File: config.mk
export PLATFORM = sky130hd
export DESIGN_NAME = hangul_final_consonant_particle_select_unit_flat
export DESIGN_NICKNAME = d
export VERILOG_FILES = /design/src/sv/hfcp_pkg.sv /design/src/sv/hfcp_if.sv /design/src/sv/hfcp_front.sv /design/src/sv/hfcp_fifo.sv /design/src/sv/hfcp_back.sv /design/src/sv/hangul_final_consonant_particle_select_unit.sv /design/src/flat_wrapper.sv
export SDC_FILE = /design/constraint.sdc
export NUM_CORES = 1
export LEC_CHECK = 0
export ABC_CLOCK_PERIOD_IN_PS = 5300
export BUFFER_PORTS_ARGS = -buffer_cell sky130_fd_sc_hd__buf_4
export CAP_MARGIN = 20
export CORE_MARGIN = 2
export CORE_UTILIZATION = 30
export CTS_CLUSTER_SIZE = 10
export DETAILED_ROUTE_END_ITERATION = 10
export GPL_TIMING_DRIVEN = 1
export MAX_ROUTING_LAYER = met4
export PLACE_DENSITY_LB_ADDON = 0.08
export SLEW_MARGIN = 20
export SYNTH_ARGS = -nofsm -noshare
export SYNTH_HDL_FRONTEND = slang
export SYNTH_HIERARCHICAL = 1
export SYNTH_SLANG_ARGS = --single-unit
File: constraint.sdc
create_clock -name clk -period 5.3 [get_ports clk]
set_input_delay 0.53 -clock clk [delete_from_list [all_inputs] [get_ports clk]]
set_output_delay 0.53 -clock clk [all_outputs]
set_load 0.01 [all_outputs]
File: src/sv/hfcp_pkg.sv
// package for the hangul final consonant particle select unit
// word types, queue entry type, particle kinds and decode constants
// no dependencies
`default_nettype none

package hfcp_pkg;

    localparam int CP_W = 21;

    typedef struct packed {
        logic [7:0] text_byte;
        logic       word_end;
        logic [2:0] particle_kind;
    } text_word_t;

    typedef struct packed {
        logic [CP_W-1:0] last_code_point;
        logic            is_hangul_syllable;
        logic [4:0]      final_index;
        logic            has_final;
        logic            final_is_rieul;
        logic            consonant_form;
    } result_word_t;

    typedef struct packed {
        logic [CP_W-1:0] code_point;
        logic [2:0]      particle_kind;
    } item_t;

    typedef enum logic [2:0] {
        KIND_EUL_REUL = 3'd0,
        KIND_I_GA     = 3'd1,
        KIND_EUN_NEUN = 3'd2,
        KIND_GWA_WA   = 3'd3,
        KIND_EURO_RO  = 3'd4
    } particle_kind_t;

    localparam logic [CP_W-1:0] HANGUL_FIRST = 21'h00AC00;
    localparam logic [CP_W-1:0] HANGUL_LAST  = 21'h00D7A3;
    localparam logic [4:0]      FINAL_RIEUL  = 5'd8;
    localparam logic [4:0]      LAST_FINAL   = 5'd27;

    // x / 7 = (x * MOD7_RECIP) >> MOD7_SHIFT, exact for x below 6241
    localparam logic [15:0]     MOD7_RECIP   = 16'd37450;
    localparam int              MOD7_SHIFT   = 18;

    localparam logic [1:0]      CONT_TAG     = 2'b10;

endpackage

`default_nettype wire

File: src/sv/hfcp_if.sv
// stream interfaces for text bytes and result words
// depends on hfcp_pkg
`default_nettype none

interface hfcp_text_if;
    logic                   valid;
    logic                   ready;
    hfcp_pkg::text_word_t   data;

    modport source (output valid, output data, input ready);
    modport sink   (input valid, input data, output ready);
endinterface

interface hfcp_result_if;
    logic                   valid;
    logic                   ready;
    hfcp_pkg::result_word_t data;

    modport source (output valid, output data, input ready);
    modport sink   (input valid, input data, output ready);
endinterface

`default_nettype wire

File: src/sv/hfcp_front.sv
// front end: utf-8 decoder that takes one byte per cycle while the queue has room
// pushes the decoded last code point and particle kind at word end; uses hfcp_pkg
`default_nettype none

module hfcp_front (
    input  wire logic            clk,
    input  wire logic            rst_n,
    hfcp_text_if.sink            text,
    output hfcp_pkg::item_t      push_item,
    output logic                 push_valid,
    input  wire logic            push_ready
);
    import hfcp_pkg::*;

    logic [CP_W-1:0] accum_reg;
    logic [CP_W-1:0] accum_next;
    logic [1:0]      pending_reg;
    logic [1:0]      pending_next;
    logic            invalid_reg;
    logic            invalid_next;
    logic [CP_W-1:0] cp;
    logic [7:0]      b;
    logic            take;

    assign b    = text.data.text_byte;
    assign take = text.valid & text.ready;

    // byte decode
    always_comb
    begin
        accum_next   = accum_reg;
        pending_next = pending_reg;
        invalid_next = invalid_reg;
        if (b[7:6] == CONT_TAG)
        begin
            if (pending_reg != 2'd0 && !invalid_reg)
            begin
                accum_next   = {accum_reg[CP_W-7:0], b[5:0]};
                pending_next = pending_reg - 2'd1;
            end
        end
        else
        begin
            invalid_next = 1'b0;
            case (b) inside
                [8'h00:8'h7F]:
                begin
                    accum_next   = {13'd0, b};
                    pending_next = 2'd0;
                end
                [8'hC0:8'hDF]:
                begin
                    accum_next   = {16'd0, b[4:0]};
                    pending_next = 2'd1;
                end
                [8'hE0:8'hEF]:
                begin
                    accum_next   = {17'd0, b[3:0]};
                    pending_next = 2'd2;
                end
                [8'hF0:8'hF7]:
                begin
                    accum_next   = {18'd0, b[2:0]};
                    pending_next = 2'd3;
                end
                default:
                begin
                    accum_next   = '0;
                    pending_next = 2'd0;
                    invalid_next = 1'b1;
                end
            endcase
        end
    end

    // missing continuation groups read as zero
    always_comb
    begin
        case (pending_next)
            2'd0:    cp = accum_next;
            2'd1:    cp = {accum_next[CP_W-7:0], 6'd0};
            2'd2:    cp = {accum_next[CP_W-13:0], 12'd0};
            default: cp = {accum_next[CP_W-19:0], 18'd0};
        endcase
        if (invalid_next)
        begin
            cp = '0;
        end
    end

    assign text.ready              = push_ready;
    assign push_valid              = text.valid & text.data.word_end;
    assign push_item.code_point    = cp;
    assign push_item.particle_kind = text.data.particle_kind;

    always_ff @(posedge clk or negedge rst_n)
    begin
        if (!rst_n)
        begin
            accum_reg   <= '0;
            pending_reg <= 2'd0;
            invalid_reg <= 1'b1;
        end
        else if (take)
        begin
            if (text.data.word_end)
            begin
                accum_reg   <= '0;
                pending_reg <= 2'd0;
                invalid_reg <= 1'b1;
            end
            else
            begin
                accum_reg   <= accum_next;
                pending_reg <= pending_next;
                invalid_reg <= invalid_next;
            end
        end
    end

endmodule

`default_nettype wire

File: src/sv/hfcp_fifo.sv
// two-entry queue between decoder front end and classifier back end
// uses hfcp_pkg item_t
`default_nettype none

module hfcp_fifo (
    input  wire logic            clk,
    input  wire logic            rst_n,
    input  wire hfcp_pkg::item_t push_item,
    input  wire logic            push_valid,
    output logic                 push_ready,
    output hfcp_pkg::item_t      pop_item,
    output logic                 pop_valid,
    input  wire logic            pop_ready
);
    import hfcp_pkg::*;

    item_t      mem_reg [2];
    logic       wr_ptr_reg;
    logic       rd_ptr_reg;
    logic [1:0] count_reg;
    logic [1:0] count_next;
    logic       push;
    logic       pop;

    assign push_ready = (count_reg != 2'd2);
    assign pop_valid  = (count_reg != 2'd0);
    assign pop_item   = mem_reg[rd_ptr_reg];
    assign push       = push_valid & push_ready;
    assign pop        = pop_valid & pop_ready;

    always_comb
    begin
        count_next = count_reg;
        if (push && !pop)
        begin
            count_next = count_reg + 2'd1;
        end
        else if (pop && !push)
        begin
            count_next = count_reg - 2'd1;
        end
    end

    always_ff @(posedge clk)
    begin
        if (push)
        begin
            mem_reg[wr_ptr_reg] <= push_item;
        end
    end

    always_ff @(posedge clk or negedge rst_n)
    begin
        if (!rst_n)
        begin
            wr_ptr_reg <= 1'b0;
            rd_ptr_reg <= 1'b0;
            count_reg  <= 2'd0;
        end
        else
        begin
            count_reg <= count_next;
            if (push)
            begin
                wr_ptr_reg <= ~wr_ptr_reg;
            end
            if (pop)
            begin
                rd_ptr_reg <= ~rd_ptr_reg;
            end
        end
    end

endmodule

`default_nettype wire

File: src/sv/hfcp_back.sv
// back end: hangul range check, final index by mod 28, particle form
// two registered stages, the second being the result register; uses hfcp_pkg
`default_nettype none

module hfcp_back (
    input  wire logic            clk,
    input  wire logic            rst_n,
    input  wire hfcp_pkg::item_t pop_item,
    input  wire logic            pop_valid,
    output logic                 pop_ready,
    hfcp_result_if.source        result
);
    import hfcp_pkg::*;

    // stage a
    logic            a_valid_reg;
    logic [CP_W-1:0] a_cp_reg;
    logic [2:0]      a_kind_reg;
    logic            a_hangul_reg;
    logic [11:0]     a_quad_reg;
    logic [1:0]      a_low_reg;
    logic [9:0]      a_q7_reg;
    logic            a_ready;

    logic [CP_W-1:0] diff;
    logic [27:0]     prod;
    logic            hangul;

    // stage b
    logic            out_ready;
    logic [12:0]     q7_times;
    logic [12:0]     rem_wide;
    logic [4:0]      idx;
    logic            fin;
    logic            rieul;
    result_word_t    res_reg;
    logic            res_valid_reg;

    assign out_ready = ~res_valid_reg | result.ready;
    assign a_ready   = ~a_valid_reg | out_ready;
    assign pop_ready = a_ready;

    assign hangul = (pop_item.code_point >= HANGUL_FIRST) &&
                    (pop_item.code_point <= HANGUL_LAST);
    assign diff   = pop_item.code_point - HANGUL_FIRST;
    // (diff / 4) / 7 by reciprocal
    assign prod   = diff[13:2] * MOD7_RECIP;

    always_ff @(posedge clk)
    begin
        if (pop_valid && a_ready)
        begin
            a_cp_reg     <= pop_item.code_point;
            a_kind_reg   <= pop_item.particle_kind;
            a_hangul_reg <= hangul;
            a_quad_reg   <= diff[13:2];
            a_low_reg    <= diff[1:0];
            a_q7_reg     <= prod[27:MOD7_SHIFT];
        end
    end

    // remainder mod 7 of the quarter, index = rem * 4 + low bits
    assign q7_times = {a_q7_reg, 3'd0} - {3'd0, a_q7_reg};
    assign rem_wide = {1'b0, a_quad_reg} - q7_times;
    assign idx      = a_hangul_reg ? {rem_wide[2:0], a_low_reg} : 5'd0;
    assign fin      = (idx != 5'd0);
    assign rieul    = (idx == FINAL_RIEUL);

    always_ff @(posedge clk)
    begin
        if (a_valid_reg && out_ready)
        begin
            res_reg.last_code_point    <= a_cp_reg;
            res_reg.is_hangul_syllable <= a_hangul_reg;
            res_reg.final_index        <= idx;
            res_reg.has_final          <= fin;
            res_reg.final_is_rieul     <= rieul;
            res_reg.consonant_form     <= fin & ~((a_kind_reg == KIND_EURO_RO) & rieul);
        end
    end

    always_ff @(posedge clk or negedge rst_n)
    begin
        if (!rst_n)
        begin
            a_valid_reg   <= 1'b0;
            res_valid_reg <= 1'b0;
        end
        else
        begin
            if (a_ready)
            begin
                a_valid_reg <= pop_valid;
            end
            if (out_ready)
            begin
                res_valid_reg <= a_valid_reg;
            end
        end
    end

    assign result.valid = res_valid_reg;
    assign result.data  = res_reg;

endmodule

`default_nettype wire

File: src/sv/hangul_final_consonant_particle_select_unit.sv
// takes one utf-8 text byte per cycle, one byte accepted every cycle when the result side drains
// a word's result passes through the queue entry, stage a and the result register before it shows on the result port
// path: decoder front end, two-entry queue, two-stage classifier with mod 28 multiply
// reset clears decoder state, queue and pipeline valids; no clearing pass
// depends on hfcp_pkg, hfcp_if, hfcp_front, hfcp_fifo, hfcp_back
`default_nettype none

module hangul_final_consonant_particle_select_unit (
    input  wire logic clk,
    input  wire logic rst_n,
    hfcp_text_if.sink      text,
    hfcp_result_if.source  result
);
    import hfcp_pkg::*;

    item_t push_item;
    logic  push_valid;
    logic  push_ready;
    item_t pop_item;
    logic  pop_valid;
    logic  pop_ready;

    hfcp_front u_front (
        .clk        (clk),
        .rst_n      (rst_n),
        .text       (text),
        .push_item  (push_item),
        .push_valid (push_valid),
        .push_ready (push_ready)
    );

    hfcp_fifo u_fifo (
        .clk        (clk),
        .rst_n      (rst_n),
        .push_item  (push_item),
        .push_valid (push_valid),
        .push_ready (push_ready),
        .pop_item   (pop_item),
        .pop_valid  (pop_valid),
        .pop_ready  (pop_ready)
    );

    hfcp_back u_back (
        .clk        (clk),
        .rst_n      (rst_n),
        .pop_item   (pop_item),
        .pop_valid  (pop_valid),
        .pop_ready  (pop_ready),
        .result     (result)
    );

`ifndef SYNTHESIS
    a_index_range: assert property (@(posedge clk) disable iff (!rst_n)
        result.valid |-> (result.data.final_index <= LAST_FINAL))
        else $error("final index out of range");

    a_final_needs_hangul: assert property (@(posedge clk) disable iff (!rst_n)
        (result.valid && result.data.has_final) |-> result.data.is_hangul_syllable)
        else $error("final consonant on non-hangul code point");

    a_hangul_range: assert property (@(posedge clk) disable iff (!rst_n)
        (result.valid && result.data.is_hangul_syllable) |->
            (result.data.last_code_point >= HANGUL_FIRST &&
             result.data.last_code_point <= HANGUL_LAST))
        else $error("hangul flag outside syllable range");

    a_form_needs_final: assert property (@(posedge clk) disable iff (!rst_n)
        (result.valid && result.data.consonant_form) |-> result.data.has_final)
        else $error("consonant form without final consonant");
`endif

endmodule

`default_nettype wire

File: src/flat_wrapper.sv
// flat-port wrapper written by rule: the top's interface ports become plain ports
module hangul_final_consonant_particle_select_unit_flat import hfcp_pkg::*;
  (clk, rst_n, text_valid, text_data, text_ready, result_valid, result_data, result_ready);
  hfcp_text_if text_i ();
  hfcp_result_if result_i ();
  input  wire logic clk;
  input  wire logic rst_n;
  input wire logic [$bits(text_i.valid)-1:0] text_valid;
  input wire logic [$bits(text_i.data)-1:0] text_data;
  output wire logic [$bits(text_i.ready)-1:0] text_ready;
  output wire logic [$bits(result_i.valid)-1:0] result_valid;
  output wire logic [$bits(result_i.data)-1:0] result_data;
  input wire logic [$bits(result_i.ready)-1:0] result_ready;
  assign text_i.valid = text_valid;
  assign text_i.data = text_data;
  assign text_ready = text_i.ready;
  assign result_valid = result_i.valid;
  assign result_data = result_i.data;
  assign result_i.ready = result_ready;
  hangul_final_consonant_particle_select_unit u_core (.clk(clk), .rst_n(rst_n), .text(text_i), .result(result_i));
endmodule
* Word-level counts from Yosys, hierarchy flattened *
Memory sizes are Yosys's and may differ from the RTL's.
Cells that the tools add are included.

word-level totals
  bits in read-only memories = 0
  register bits = 93
  word-level logic and storage cells = 102
  output and inout port bits = 32
  bits in latches = 0
  memory bits (writable) = 48
  memories = 1

cells by class
  $mul = 1
  equal/unequal tests = 6
  divide/modulo/power cells = 0
  muxes and demuxes = 27
  order comparisons = 10
  bitwise operators = 13
  shifts and indexed selects = 0
  reduce and logical (&&, ||, !) cells = 18
  $add $sub $neg = 6

memory list
  name                   words  bits a word  read ports  clocked after memory_dff  write ports  line             RTL
  u_core.u_fifo.mem_reg  2      24           1           0                         1            hfcp_fifo.sv:17  item_t mem_reg [2];

operator list
  cell                    count
  $mux 21                 4
  $pmux 21 s3             1
  $ge 8x8->1 const B      3
  $le 8x8->1 const B      3
  $ge 21x16->1 const B    1
  $le 21x16->1 const B    1
  $mul 12x15->20 const B  1
  $mux 2                  9
  $sub 14x14->14 const B  1
  $logic_and 1x1->1       10
  $mux 5                  2
  $ge 8x1->1 const B      1
  $le 8x7->1 const B      1
  $mux 1                  8
  $mux 8                  1
  $and 1x1->1             6
  $reduce_bool 2->1       3
  $eq 5x4->1 const B      1
  $not 1->1               5
  $reduce_bool 5->1       1
  $eq 2x2->1 const B      2
  $mux 4                  1
  $sub 2x1->2 const B     2
  $eq 3x3->1 const B      1
  other kinds (9)         12

* Longest topological paths before layout *
Gate-level depths: netlist of the first run.

  depth in word-level cells = 10
  gate-level depth with buffers = 19
  mapped depth without buffers = 17

* Modules after synthesis *
The synthesis of the first run kept the hierarchy.

by module, submodules not included
  module      area each (µm²)  cells each  times used  seq. area each (µm²)
  hfcp_back   3604.7           267         1           1791.7
  hfcp_fifo   2030.7           93          1           1541.5
  hfcp_front  1795.5           229         1           601.8

* Worst setup path before layout of the first run *
OpenSTA, ideal clock, no wires.

  kind = register to register
  start = reg u_core.u_fifo.rd_ptr_reg
  end = reg u_core.u_back.a_q7_reg[0], data pin
  data required time = 5039 ps
  path buffers = 2
  library setup time = 261 ps
  path slack = 596 ps
  arrival = 4443 ps
  cell stages (with the launch flop) = 19
  cells stage by stage = dfrtp_1 -> buf_6 -> buf_12 -> mux2_4 -> a21o_1 -> xor2_1 -> ha_1 -> inv_1 -> fa_1 -> inv_1 -> fa_1 -> fa_1 -> ha_1 -> ha_1 -> a21oi_1 -> nor3_1 -> or3_1 -> o21bai_2 -> xor2_1

RTL lines
  element                 line             RTL
  start, declared         hfcp_fifo.sv:19  logic rd_ptr_reg;
  start signal, assigned  hfcp_fifo.sv:69  rd_ptr_reg <= ~rd_ptr_reg;
  end signal, assigned    hfcp_back.sv:58  a_q7_reg <= prod[27:MOD7_SHIFT];
  end, declared           hfcp_back.sv:22  logic [9:0] a_q7_reg;

==> results.cfg, run 1 <==
[cells_and_area]
nNetsFinal = 732
largest_register_ffs = 48
layout-drive-gt1-share_pct = 18.8
final-seq-area_sq_um = 3940
synthToLayoutAreaGrowth_pct = 16.8
fillers = 2379
multiInputGateArea_sq_um = 3120
num_antenna_cells = 0

[hold_path]
hold_class = in -> async

[global_route]
grt_remaining_overflow = 0
antenna_found_initial = 0
grt.total_usage_pct = 13.7
grt_start_max_net_pins = 31
grt_pass1_vias = 4908
grt_pass1_wl_mm = 26.6

[logic_synthesis]
yosys_warnings = 6
synth_top_area_share_pct = 42.8
synth_area_sq_um = 7430
yosysTopAreaCell = edfxtp_1
ys_ff_latch = 136
ys.flop_type = edfxtp_1
synth_area_per_cell_sq_um = 12.6
ys_seq_area_share_pct = 53.0
synth.net_count = 681
synth-async-reset-ratio_pct = 22.1
ys_types = 67
synth_edf_count = 106
synth.area.top_cells = edfxtp_1 43%, dfrtp_1 9.8%, ha_1 9.3%, fa_1 5.7%, mux2_4 3.8%
synthCells = 589

[status]
status = completed

[clocking]
cts_tree = done
cts.sinks = 136
insertion_delay_ps = 420
ctsResizeCount = 0
cts.clk_slew.worst_paths_ps = 70
cts-root-buf = clkbuf_16
post_cts_buffers = 0
holdBufCountCts = 0
cts_buffers = 17
htree_levels = 4
cts_buffer_depth = 2

[floorplanning]
initial_utilization_pct = 30.6
die-width_um = 161
die_y_um = 161
dieArea_sq_um = 26000
ios = 48
core_area_sq_um = 24300
rows = 57

[place]
portBuffers = 47
dp_hpwl_mm = 11.8
place_congestion = 0.815

[setup_path]
startpoint_type = flop
crit_family = adder cells
crit_fanout = 8
arrival_ps = 5050
crit_buf_inv = 2
critPathKind = reg -> reg
slowest_stage = dfrtp_1
cpPeakStageDelay_ps = 570
cp_cell_sequence = mux2_4, a21o_1, xor2_1, ha_1, inv_1, fa_1, inv_1, fa_1, fa_1, ha_1, ha_1, a21oi_1, nor3_1, or3_1, o21bai_2, xor2_1
cp-end-kind = flop
cp.required_ps = 5480

[routing]
via_per_inst = 4.82
drc_errors = 0
dr.pass1.iters = 5
wl_per_cell_um = 16.9
drtIter0Drc = 210
ant_nets = 0
routed_wl_mm = 16.6
vias = 4708

[timing]
skew_ps = 11.2
hold_viol = 0
period_minus_slack_ps = 4870
worst-slew-pin-transition_ps = 919
rsz0062_at_grt = no
timing.slew.headroom_pct = 38.6
tns_ps = 0
finalSetupViolCount = 0
timing.hold.ws_ps = 46.5
fmax_mhz = 205
slew_violations = 0
fin_crit_sh_pct = 91.9

[run]
cap_violations = 0
-- per-stage QoR --
step                std cells  setup WS [ps]  area (sq um)  util [%]
detailed placement        945            386          8100      33.3
floorplan                 589            596          7430         -
global placement          945            474          8100      33.3
global route              977            188          8680      35.7
CTS                       977            404          8680      35.7
finish                    977            430          8680      35.7
-- worst reg2reg max path, stage by stage (launching register included) --
cell and delay, ps:
dfrtp_1 570, mux2_4 380, a21o_1 210, xor2_1 220, ha_1 190, inv_1 50
fa_1 470, inv_1 50, fa_1 530, fa_1 420, ha_1 310, ha_1 330
a21oi_1 190, nor3_1 60, or3_1 330, o21bai_2 200, xor2_1 140
-- layout make-up --
class | instances | share of cell area [%]
clock buffer | 17 | 4.90
timing repair buffer | 55 | 4.76
clock inverter | 15 | 1.76
sequential | 136 | 45.4
multi-input combinational | 370 | 36.0
tap | 324 | 4.67
inverter | 60 | 2.60
-- placed cells by master, fill, tap and decap left out, types with 3 or more instances in the layout --
cell        synthesis  final
edfxtp_1          106    106
inv_1              60     60
buf_4               4     55
ha_1               55     55
nand2_1            49     49
dfrtp_1            29     29
a21oi_1            28     28
fa_1               21     21
nand3_1            20     20
mux2_4             19     19
a22o_1             18     18
clkbuf_16           0     17
o21ai_0            14     14
nor2_1             15     14
xnor2_1            10     10
a31oi_1            10     10
and2_1              9      9
inv_8               0      7
nand2b_1            7      7
nor2b_1             7      7
nor3b_1             6      6
nand4_1             5      5
mux2_2              5      5
xor2_1              4      4
or3_1               4      4
o31ai_1             4      4
mux2i_1             4      4
inv_6               0      3
clkinvlp_4          0      3
a21o_1              3      3
or2_2               3      3
a41oi_1             3      3
o21a_1              3      3
nor4_1              3      3
and3_1              3      3
o2bb2ai_1           3      3
o21bai_1            3      3
-- logic make-up after synthesis --
logic type,synth area share (%)
mux,5.14
flops,53.0
xor+xnor,1.65
buf+inv,5.10
compound gates,10.4
fa+ha+maj,14.9
simple gates,9.87
-- synth_stat cells, types with 9 or more instances --
cell type,instances
clkbuf_1,11
ha_1,55
fa_1,21
a31oi_1,10
nor2_1,15
xnor2_1,10
dfrtp_1,29
o21ai_0,14
nand3_1,20
and2_1,9
nand2_1,49
mux2_4,19
a21oi_1,28
edfxtp_1,106
inv_1,60
a22o_1,18
-- layer usage --
metal / GRT usage, % / wire, um / vias to the layer above
met5: - / 0 / -
met4: 4.10 / 240 / 0
met3: 2.98 / 747 / 20
met2: 22.5 / 8130 / 136
met1: 16.9 / 7440 / 2310
li1: - / - / 2242
-- final timing paths --
path	startpoint	slack (ps)	cells after the start	endpoint
setup / recovery	u_core/u_fifo/rd_ptr_reg	430	16	u_core/u_back/a_q7_reg[0]
hold / removal	rst_n	50	1	u_core/u_front/accum_reg[20]
setup reg to reg	u_core/u_fifo/rd_ptr_reg	430	16	u_core/u_back/a_q7_reg[0]
hold reg to reg	u_core/u_back/a_cp_reg[5]	420	0	u_core/u_back/result.data[14]
max in group asynchronous	rst_n	4910	1	u_core/u_front/invalid_reg
min in group clk	text_data[1]	290	1	u_core/u_fifo/mem_reg[0][1]
Power of run 1 is left out: the tool's default activity adds up to more than one toggle a clock period on the data nets, which glitch-free logic cannot reach.
==> run 2: changes to the inputs <==
CORE_ASPECT_RATIO = 2   (was default)
==> run 2 against run 1 <==
Against the previous run: design area rose by 0.50%; count of clock-buffer cells in the layout up 2; register-to-register slack about the same; flip-flop and latch count is the same; non-clock buffer count is the same; die area increased by 0.29%; cell count is 0.82% higher; worst hold slack worse by 2.5 ps; critical path type unchanged; largest cell class unchanged.
==> results.cfg, run 2 (synthesis results as in run 1) <==
[cells_and_area]
mostFrequentLayoutCells = 106 x edfxtp_1, 60 x inv_1, 55 x buf_4, 55 x ha_1, 49 x nand2_1
mostFrequentLayoutCell = edfxtp_1
layout-drive-gt1-share_pct = 18.8
largest_register_ffs = 48
multiInputGateArea_sq_um = 3120
synthToLayoutAreaGrowth_pct = 17.3
final-seq-area_sq_um = 3940
nNetsFinal = 732
fillers = 2383
num_antenna_cells = 0

[clocking]
htree_levels = 4
cts.clk_slew.worst_paths_ps = 60
holdBufCountCts = 0
cts_buffers = 17
cts_buffer_depth = 2
cts.sinks = 136
cts_tree = done
cts-root-buf = clkbuf_16
ctsResizeCount = 0
post_cts_buffers = 0
insertion_delay_ps = 430

[routing]
dr.pass1.iters = 4
routed_wl_mm = 18.0
ant_nets = 0
drc_errors = 0
vias = 4710
wl_per_cell_um = 18.2
drtIter0Drc = 231
via_per_inst = 4.78

[place]
portBuffers = 47
place_congestion = 0.907
dp_hpwl_mm = 13.7

[setup_path]
cp.required_ps = 5460
r2r-start = u_core/u_fifo/rd_ptr_reg
startpoint_type = flop
cp-end-kind = flop
arrival_ps = 5040
crit_fanout = 7
cpPeakStageDelay_ps = 520
slowest_stage = fa_1
critPathKind = reg -> reg
crit_start = u_core/u_fifo/rd_ptr_reg
cp_cell_sequence = mux2_4, a21o_1, xor2_1, ha_1, ha_1, fa_1, fa_1, fa_1, ha_1, a21oi_1, nor3_1, or3_1, o21bai_2, xor2_1

[floorplanning]
die_y_um = 227
die-width_um = 115
initial_utilization_pct = 30.4
ios = 48
rows = 81
dieArea_sq_um = 26100
core_area_sq_um = 24400

[timing]
finalSetupViolCount = 0
skew_ps = 14.0
fmax_mhz = 205
timing.slew.headroom_pct = 36.3
worst-slew-pin-transition_ps = 954
tns_ps = 0
fin_crit_sh_pct = 92.0
period_minus_slack_ps = 4880
hold_viol = 0
slew_violations = 0
rsz0062_at_grt = no

[hold_path]
hold_class = in -> async

[global_route]
grt_pass1_wl_mm = 27.9
grt_start_max_net_pins = 31
antenna_found_initial = 0
grt.total_usage_pct = 15.0
grt_pass1_vias = 5025
grt_remaining_overflow = 0

[run]
cap_violations = 0

[status]
status = completed
## run 2: area by class of cell
type	count	area share, %
clock inverters	13	1.92
multi-input cells	370	35.8
clock buffers	19	5.08
repair buffers	55	4.74
inverters	60	2.58
well taps	332	4.76
flip-flops and latches	136	45.1
## run 2: layer usage
| metal | wire length, um | vias to the layer above | GRT usage (%) |
|---|---|---|---|
| met2 | 10500 | 116 | 28.7 |
| met4 | 760 | 0 | 8.47 |
| met1 | 6190 | 2309 | 13.4 |
| li1 | - | 2242 | - |
| met5 | 0 | - | - |
| met3 | 453 | 43 | 2.78 |
## run 2: worst paths after layout
kind,endpoint,slack [ps],cells past startpoint
max,u_core/u_back/a_q7_reg[0],420,14
min,u_core/u_front/accum_reg[20],40,1
max reg2reg,u_core/u_back/a_q7_reg[0],420,14
min reg2reg,u_core/u_back/result.data[22],420,0
max in group asynchronous,u_core/u_front/invalid_reg,4900,1
min in group clk,u_core/u_fifo/mem_reg[1][0],290,1
## run 2: worst max-delay path, delay by kind of cell (launching register included)
| family | cells | cell delay, ps |
|---|---|---|
| and+or+nand+nor | 2 | 380 |
| DFF | 1 | 500 |
| AOI/OAI and AO/OA | 3 | 620 |
| xor gates and xnor gates | 2 | 350 |
| muxes | 1 | 370 |
| adders and majority gates | 6 | 2400 |
## run 2: per-stage QoR
stage	cells	setup slack [ps]	utilization [%]	cell area, sq um	hold slack, ps
after detailed placement	953	386	33.2	8110	405
after global placement	953	524	33.2	8110	407
after floorplan	589	596	-	7430	234
after CTS	985	372	35.7	8720	42.8
after global routing	985	147	35.7	8720	60.4
final	985	425	35.7	8720	44.0
Power of run 2 is left out for the same reason.
